File: src/rtl/kmm_pkg.sv
// Shared constants, word types and scan control type for the k-mer merge block.
`timescale 1ns / 1ps
package kmm_pkg;

	localparam int NUM_SOURCES = 16;
	localparam int KMER_BASES  = 24;

	localparam int KEY_W     = 2 * KMER_BASES;
	localparam int SRC_W     = $clog2(NUM_SOURCES);
	localparam int CNT_W     = $clog2(NUM_SOURCES + 1);
	localparam int IDX_W     = 4;
	localparam int OUT_KEY_W = 48;
	localparam int COUNT_W   = 31;
	localparam int MASK_W    = 16;
	localparam int CFG_W     = 7;

	typedef struct packed {
		logic [IDX_W-1:0]     source_index;
		logic [OUT_KEY_W-1:0] kmer_key;
		logic [COUNT_W-1:0]   record_count;
		logic                 source_end;
	} kmm_in_t;

	typedef struct packed {
		logic [OUT_KEY_W-1:0] merged_key;
		logic [MASK_W-1:0]    presence_mask;
		logic                 line_valid;
		logic [MASK_W-1:0]    refill_mask;
		logic                 all_done;
	} kmm_out_t;

	// scan control: clear and read-valid strobes, with the index and flag bits of one head read back from the RAM
	typedef struct packed {
		logic             clear;
		logic             vld;
		logic [SRC_W-1:0] idx;
		logic             head_valid;
		logic             head_present;
	} kmm_scan_ctl_t;

endpackage

File: src/rtl/kmm_head_ram.sv
// Single-port-write, single-port-read head key RAM with registered read data.
`timescale 1ns / 1ps
module kmm_head_ram #(
	parameter int DEPTH = 16,
	parameter int WIDTH = 48
) (
	input  logic                     clk,
	input  logic                     wr_en,
	input  logic [$clog2(DEPTH)-1:0] wr_addr,
	input  logic [WIDTH-1:0]         wr_data,
	input  logic                     rd_en,
	input  logic [$clog2(DEPTH)-1:0] rd_addr,
	output logic [WIDTH-1:0]         rd_data
);

	logic [WIDTH-1:0] mem [DEPTH];

	always_ff @(posedge clk) begin
		if (wr_en) begin
			mem[wr_addr] <= wr_data;
		end
		if (rd_en) begin
			rd_data <= mem[rd_addr];
		end
	end

endmodule

File: src/rtl/kmm_scan.sv
// Running minimum over the heads read back one per cycle: best key, match set, present count.
`timescale 1ns / 1ps
module kmm_scan import kmm_pkg::*; (
	input  logic                   clk,
	input  logic                   arst_n,
	input  kmm_scan_ctl_t          ctl,
	input  logic [KEY_W-1:0]       key,
	output logic [KEY_W-1:0]       best_key,
	output logic [NUM_SOURCES-1:0] match,
	output logic [CNT_W-1:0]       present_cnt
);

	logic                   any_q;
	logic [KEY_W-1:0]       best_q;
	logic [NUM_SOURCES-1:0] match_q;
	logic [CNT_W-1:0]       pcnt_q;
	logic [NUM_SOURCES-1:0] bit_oh;

	assign bit_oh = {{(NUM_SOURCES-1){1'b0}}, 1'b1} << ctl.idx;

	always_ff @(posedge clk or negedge arst_n) begin
		if (!arst_n) begin
			any_q <= 1'b0;
		end else if (ctl.clear) begin
			any_q <= 1'b0;
		end else if (ctl.vld && ctl.head_valid) begin
			any_q <= 1'b1;
		end
	end

	always_ff @(posedge clk) begin
		if (ctl.vld && ctl.head_valid) begin
			if (!any_q || key < best_q) begin
				best_q  <= key;
				match_q <= bit_oh;
				pcnt_q  <= CNT_W'(ctl.head_present);
			end else if (key == best_q) begin
				match_q <= match_q | bit_oh;
				pcnt_q  <= pcnt_q + CNT_W'(ctl.head_present);
			end
		end
	end

	assign best_key    = best_q;
	assign match       = match_q;
	assign present_cnt = pcnt_q;

endmodule

File: src/rtl/kmer_multiway_merge_presence.sv
// Top level: k-way merge of sorted k-mer streams with per-source presence reporting.
// Sequence: a word that leaves a source neither holding a head nor ended goes through ST_CHECK
//   back to ST_IDLE; an all-ended word goes through ST_CHECK to ST_FINISH for its done result;
//   a merge goes through ST_CHECK, ST_SCAN and ST_FINISH to the result showing on res_valid.
// Flow: a new word is taken only in ST_IDLE, after the last one is through; the head RAM scan
//   reads one source head per cycle through its single read port, and ST_FINISH waits on res_ready.
// Reset: arst_n clears all head flags, the ended flags, the FSM and res_valid at once, and
//   sets min_sources to 1; the head key RAM is not cleared, as a key is used only while its head flag is set.
`timescale 1ns / 1ps
module kmer_multiway_merge_presence import kmm_pkg::*; (
	input  logic             clk,
	input  logic             arst_n,
	input  logic             rec_valid,
	output logic             rec_ready,
	input  kmm_in_t          rec_data,
	output logic             res_valid,
	input  logic             res_ready,
	output kmm_out_t         res_data,
	input  logic             cfg_valid,
	output logic             cfg_ready,
	input  logic [CFG_W-1:0] cfg_data
);

	// one-hot control states
	typedef enum logic [3:0] {
		ST_IDLE   = 4'b0001,
		ST_CHECK  = 4'b0010,
		ST_SCAN   = 4'b0100,
		ST_FINISH = 4'b1000
	} state_t;

	state_t state_q;

	logic [CFG_W-1:0]       min_src_q;
	logic [NUM_SOURCES-1:0] head_valid_q;
	logic [NUM_SOURCES-1:0] head_present_q;
	logic [NUM_SOURCES-1:0] ended_q;
	logic                   done_q;

	// scan address counter holds one extra code to mark the end of the reads
	logic [SRC_W:0]         rd_cnt_q;
	logic                   rd_en;
	logic                   rd_vld_s1;
	logic [SRC_W-1:0]       rd_idx_s1;
	logic [KEY_W-1:0]       rd_key;

	logic                   rec_acc;
	logic [SRC_W-1:0]       wr_idx;
	logic                   idx_ok;
	logic                   wr_key;
	logic [KEY_W-1:0]       key_in;

	kmm_scan_ctl_t          scan_ctl;
	logic [KEY_W-1:0]       best_key;
	logic [NUM_SOURCES-1:0] match;
	logic [CNT_W-1:0]       present_cnt;

	logic                   all_ready;
	logic                   any_head;
	logic                   res_free;
	logic                   res_load;
	logic [CFG_W-1:0]       need;
	kmm_out_t               res_next;

	assign cfg_ready = 1'b1;
	assign rec_ready = (state_q == ST_IDLE);
	assign rec_acc   = rec_valid && rec_ready;

	// incoming word decode; out-of-range index and ended sources leave the state alone
	assign idx_ok  = (int'(rec_data.source_index) < NUM_SOURCES);
	assign wr_idx  = SRC_W'(rec_data.source_index);
	assign key_in  = KEY_W'(rec_data.kmer_key);
	assign wr_key  = rec_acc && idx_ok && !ended_q[wr_idx] && !rec_data.source_end;

	// merge may run only once every source has a head or has ended
	assign all_ready = &(head_valid_q | ended_q);
	assign any_head  = |head_valid_q;

	assign res_free = !res_valid || res_ready;
	assign res_load = (state_q == ST_FINISH) && res_free;

	assign rd_en = (state_q == ST_SCAN) && (int'(rd_cnt_q) < NUM_SOURCES);

	kmm_head_ram #(
		.DEPTH(NUM_SOURCES),
		.WIDTH(KEY_W)
	) u_ram (
		.clk    (clk),
		.wr_en  (wr_key),
		.wr_addr(wr_idx),
		.wr_data(key_in),
		.rd_en  (rd_en),
		.rd_addr(rd_cnt_q[SRC_W-1:0]),
		.rd_data(rd_key)
	);

	always_comb begin
		scan_ctl.clear        = (state_q == ST_CHECK);
		scan_ctl.vld          = rd_vld_s1;
		scan_ctl.idx          = rd_idx_s1;
		scan_ctl.head_valid   = head_valid_q[rd_idx_s1];
		scan_ctl.head_present = head_present_q[rd_idx_s1];
	end

	kmm_scan u_scan (
		.clk        (clk),
		.arst_n     (arst_n),
		.ctl        (scan_ctl),
		.key        (rd_key),
		.best_key   (best_key),
		.match      (match),
		.present_cnt(present_cnt)
	);

	// min_sources of zero behaves as one
	assign need = (min_src_q == '0) ? CFG_W'(1) : min_src_q;

	always_comb begin
		if (done_q) begin
			res_next = '0;
			res_next.all_done = 1'b1;
		end else begin
			res_next.merged_key    = OUT_KEY_W'(best_key);
			res_next.presence_mask = MASK_W'(match & head_present_q);
			res_next.line_valid    = (8'(present_cnt) >= 8'(need));
			res_next.refill_mask   = MASK_W'(match);
			res_next.all_done      = 1'b0;
		end
	end

	always_ff @(posedge clk or negedge arst_n) begin
		if (!arst_n) begin
			min_src_q <= CFG_W'(1);
		end else if (cfg_valid && cfg_ready) begin
			min_src_q <= cfg_data;
		end
	end

	// control FSM
	always_ff @(posedge clk or negedge arst_n) begin
		if (!arst_n) begin
			state_q   <= ST_IDLE;
			done_q    <= 1'b0;
			rd_cnt_q  <= '0;
			rd_vld_s1 <= 1'b0;
		end else begin
			rd_vld_s1 <= rd_en;
			if (rd_en) begin
				rd_cnt_q <= rd_cnt_q + (SRC_W+1)'(1);
			end
			case (state_q)
				ST_IDLE: begin
					if (rec_acc) begin
						state_q <= ST_CHECK;
					end
				end
				ST_CHECK: begin
					rd_cnt_q <= '0;
					if (!all_ready) begin
						state_q <= ST_IDLE;
					end else if (!any_head) begin
						done_q  <= 1'b1;
						state_q <= ST_FINISH;
					end else begin
						done_q  <= 1'b0;
						state_q <= ST_SCAN;
					end
				end
				ST_SCAN: begin
					// last head compared this cycle
					if (rd_vld_s1 && int'(rd_idx_s1) == NUM_SOURCES - 1) begin
						state_q <= ST_FINISH;
					end
				end
				ST_FINISH: begin
					if (res_free) begin
						state_q <= ST_IDLE;
					end
				end
				default: begin
					state_q <= ST_IDLE;
				end
			endcase
		end
	end

	always_ff @(posedge clk) begin
		rd_idx_s1 <= rd_cnt_q[SRC_W-1:0];
	end

	// per-source flags: set on record, cleared on end mark or when consumed
	always_ff @(posedge clk or negedge arst_n) begin
		if (!arst_n) begin
			head_valid_q   <= '0;
			head_present_q <= '0;
			ended_q        <= '0;
		end else begin
			if (rec_acc && idx_ok && !ended_q[wr_idx]) begin
				if (rec_data.source_end) begin
					ended_q[wr_idx]        <= 1'b1;
					head_valid_q[wr_idx]   <= 1'b0;
					head_present_q[wr_idx] <= 1'b0;
				end else begin
					head_valid_q[wr_idx]   <= 1'b1;
					head_present_q[wr_idx] <= |rec_data.record_count;
				end
			end
			if (res_load && !done_q) begin
				head_valid_q   <= head_valid_q & ~match;
				head_present_q <= head_present_q & ~match;
			end
		end
	end

	// output register
	always_ff @(posedge clk or negedge arst_n) begin
		if (!arst_n) begin
			res_valid <= 1'b0;
		end else if (res_load) begin
			res_valid <= 1'b1;
		end else if (res_ready) begin
			res_valid <= 1'b0;
		end
	end

	always_ff @(posedge clk) begin
		if (res_load) begin
			res_data <= res_next;
		end
	end

endmodule

File: config.mk
export PLATFORM = sky130hd
export DESIGN_NAME = kmer_multiway_merge_presence
export DESIGN_NICKNAME = d
export VERILOG_FILES = /design/src/rtl/kmm_pkg.sv /design/src/rtl/kmm_head_ram.sv /design/src/rtl/kmm_scan.sv /design/src/rtl/kmer_multiway_merge_presence.sv
export SDC_FILE = /design/constraint.sdc
export NUM_CORES = 1
export LEC_CHECK = 0
export ABC_CLOCK_PERIOD_IN_PS = 6100
export BUFFER_PORTS_ARGS = -buffer_cell sky130_fd_sc_hd__buf_4
export CORE_MARGIN = 2
export CORE_UTILIZATION = 45
export CTS_CLUSTER_DIAMETER = 30
export DETAILED_ROUTE_END_ITERATION = 16
export SYNTH_ARGS = -nofsm -noshare
export SYNTH_HDL_FRONTEND = slang
export SYNTH_SLANG_ARGS = --single-unit
export TNS_END_PERCENT = 30
File: constraint.sdc
create_clock -name clk -period 6.1 [get_ports clk]
set_input_delay 1.525 -clock clk [delete_from_list [all_inputs] [get_ports clk]]
set_output_delay 1.525 -clock clk [all_outputs]
set_load 0.01 [all_outputs]
==> reports/metrics.yaml <==
place.gp.congestion: 0.876
use_met2_pct: 32.8
setup_viol: 0
synth_area_leader_cell: "edfxtp_1"
maxCapViolCount: 0
crit_path_max_fanout: 48
outcome: "completed"
drt_iter0_drc: 1621
drive_above_1_share_pct: 34.6
synth_compound_area_share_pct: 2.97
syn_to_final_growth_pct: 24.3
cts_max_path_buffers: 3
synthMuxAreaShare_pct: 14.4
synth_flop_cell: "edfxtp_1"
r2r_slack_ns: 1.99
synth-async-reset-ratio_pct: 6.54
vias: 20300
cts_sinks: 1039
synth_edf_count: 967
cts.repair.resized: 0
synthSimpleGateAreaFrac_pct: 3.23
avgSynthCellArea_um2: 20.9
die_height_um: 304
synthAdderAreaFrac_pct: 1.73
use_met3_pct: 4.65
hold-path-cell-count: 0
route.detailed.drc: 0
synth_area_mm2: 0.0405
ys_warn_count: 0
critPathSlowestCell: "a2111oi_0"
num_io_pins: 181
relSlewSlack_pct: 6.94
cp.arrival_ns: 4.46
yosys-top-cells-area: "edfxtp_1 72%, mux4_2 14%, dfrtp_1 4.1%"
hold_path_class: "flop to flop"
crit_required_ns: 6.45
cts_tree: "built"
power_per_cell_area_mw_per_mm2: 396
core-area_mm2: 0.0896
critical_path.cell_chain: "ha_1 -> a41o_1 -> a21oi_1 -> o211ai_1 -> a2111oi_0 -> o221ai_2 -> buf_4 -> nor2_4 -> buf_4"
wire_per_inst_um: 25.4
ys_seq_elements: 1039
postRouteAntennaNets: 0
dr.pass1.iters: 5
synth_top_family_by_area: "multiplexers"
synth_cells: 1941
dp_hpwl_um: 52600
gr-usage-met1_pct: 26.8
critPathKind: "flop to flop"
fp.dieArea_mm2: 0.0925
synthXorXnorAreaFrac_pct: 0.108
fin_crit_ns: 4.11
fillCellCount: 6759
grt_busiest_layer: "met2"
antenna_found_initial: 5
period_share_pct: 67.3
cts-root-buf: "clkbuf_16"
rr_worst_depth: 9
cts_hold_buf: 0
post_cts.repair.setup_buffers: 0
grt-ovfl-total: 0
finClkSkew_ns: 0.0436
numPortBuffers: 179
routed_via_density: 5.62
postRouteWirelength_um: 91700
pre_cts_slack_ns: 1.62
grt_use_total_pct: 20.2
max_stage_delay_ns: 1.19
fmax_mhz: 243
cts_buffers: 198
path_common_cell: "buf_4"
synth-seq-area-share_pct: 76.1
setup_ws_ns: 1.99
rsz0062_at_grt: "false"
synth_top_area_share_pct: 71.7
grt_max_degree: 90
finalHoldViolCount: 0
htreeDepth: 4
initial_core_util_pct: 45.2
tightest_slew_ns: 1.36
die_w_um: 304
num_rows: 110
grt_pass1_vias: 21800
grt_pass1_wl_um: 139000
start_kind: "flop"
fin_nets: 2421
clkTransAtPathRegs_ns: 0.05
vdd_ir_drop_max_uv: 261
synth.net_count: 2093
setup_tns_ns: 0
slew_viol_final: 0
ys_types: 57
clk_latency_ns: 0.77
leakage_nw: 16.9
crit_path_end_kind: "flop"
==> synth_stat cells (13+ instances only) <==
cell type / number
edfxtp_1: 967
mux4_2: 253
nor2_1: 94
dfrtp_1: 66
clkbuf_1: 61
inv_1: 57
ha_1: 56
nand2_1: 43
nor2b_1: 29
a21oi_1: 27
nand3_1: 25
o21ai_0: 24
and2_1: 20
buf_2: 19
nor4_1: 18
nand4_1: 17
o211ai_1: 17
o21bai_1: 16
a31oi_1: 13
==> power breakdown <==
group	switching (mW)	internal, mW	leakage (nW)
clock	3.65	7.09	3.26
combinational	0.512	0.376	4.00
sequential	0.220	8.10	9.64
total	4.39	15.6	16.9
==> critical path: cells and delay by family (launching register included) <==
kind,cells,cell delay (ns)
adder cells (fa/ha/maj),1,0.34
AND/OR/NAND/NOR,1,0.12
AO/OA/AOI/OAI,5,1.94
buffers and inverters,2,0.91
flip-flops,1,0.39
==> cells by family after synthesis <==
family | count (synthesis)
DFF | 1039
buffers and inverters | 145
AOI/OAI and AO/OA | 167
adders and majority gates | 56
xor gates and xnor gates | 5
other | 1
muxes | 262
and+or+nand+nor | 266
==> per-stage QoR <==
step	hold slack, ns	util [%]	total power, mW	std cells	cell area (µm²)
global route	0.466	56.2	20.6	3615	50400
detailed placement	0.443	48.6	9.34	3245	43600
floorplan	0.345	-	8.87	1941	40500
finish	0.443	56.2	19.9	3615	50400
CTS	0.442	56.2	20.1	3614	50400
global placement	0.438	48.6	9.31	3245	43600
==> worst paths after layout <==
kind                                         from                  end
worst max-delay path            u_ram.rd_data[35]  u_scan.best_key[34]
worst min-delay path            u_ram.rd_data[47]  u_scan.best_key[47]
worst max register to register  u_ram.rd_data[35]  u_scan.best_key[34]
worst min register to register  u_ram.rd_data[47]  u_scan.best_key[47]
max in group asynchronous                  arst_n          rd_cnt_q[3]
min in group asynchronous                  arst_n    head_present_q[0]
==> cell usage in the layout, fill, tap and decap left out, types with 18 or more instances in the layout <==
cell type / count
clkbuf_16: 203
clkinvlp_4: 18
bufinv_16: 21
dfrtp_1: 61
ha_1: 56
buf_4: 200
clkinv_4: 22
inv_1: 57
nand2_1: 43
o21ai_0: 24
nor2_4: 18
nand3_1: 25
clkinv_2: 26
a21oi_1: 26
edfxtp_1: 967
nor2b_1: 28
clkbuf_1: 31
and2_1: 20
nor2_1: 76
mux4_2: 253
==> cell type report <==
class | instances | area, µm² | area share, %
diodes | 1 | 2.50 | 0.00497
clock buffers | 240 | 5280 | 10.5
clock inverters | 129 | 1490 | 2.95
repair buffers | 216 | 1820 | 3.62
well taps | 1176 | 1470 | 2.92
flip-flops and latches | 1039 | 30800 | 61.2
multi-input cells | 757 | 9250 | 18.4
inverters | 57 | 214 | 0.425
==> layer usage <==
layer | share of wire [%] | wire length [µm]
met5 | 0.023 | 21
met4 | 2.7 | 2500
met3 | 6.1 | 5610
met2 | 49 | 45300
met1 | 42 | 38200
==> registers in the layout (all words and copies together) (netlist names), 7 cells and up, named ones only <==
| name | count |
|---|---|
| ended_q | 16 |
| head_present_q | 16 |
| min_src_q | 7 |
| res_data | 82 |
| u_ram.mem | 768 |
| u_ram.rd_data | 48 |
| u_scan.best_key | 48 |
| u_scan.match | 16 |
No activity file was read; power rests on OpenSTA's default activity.
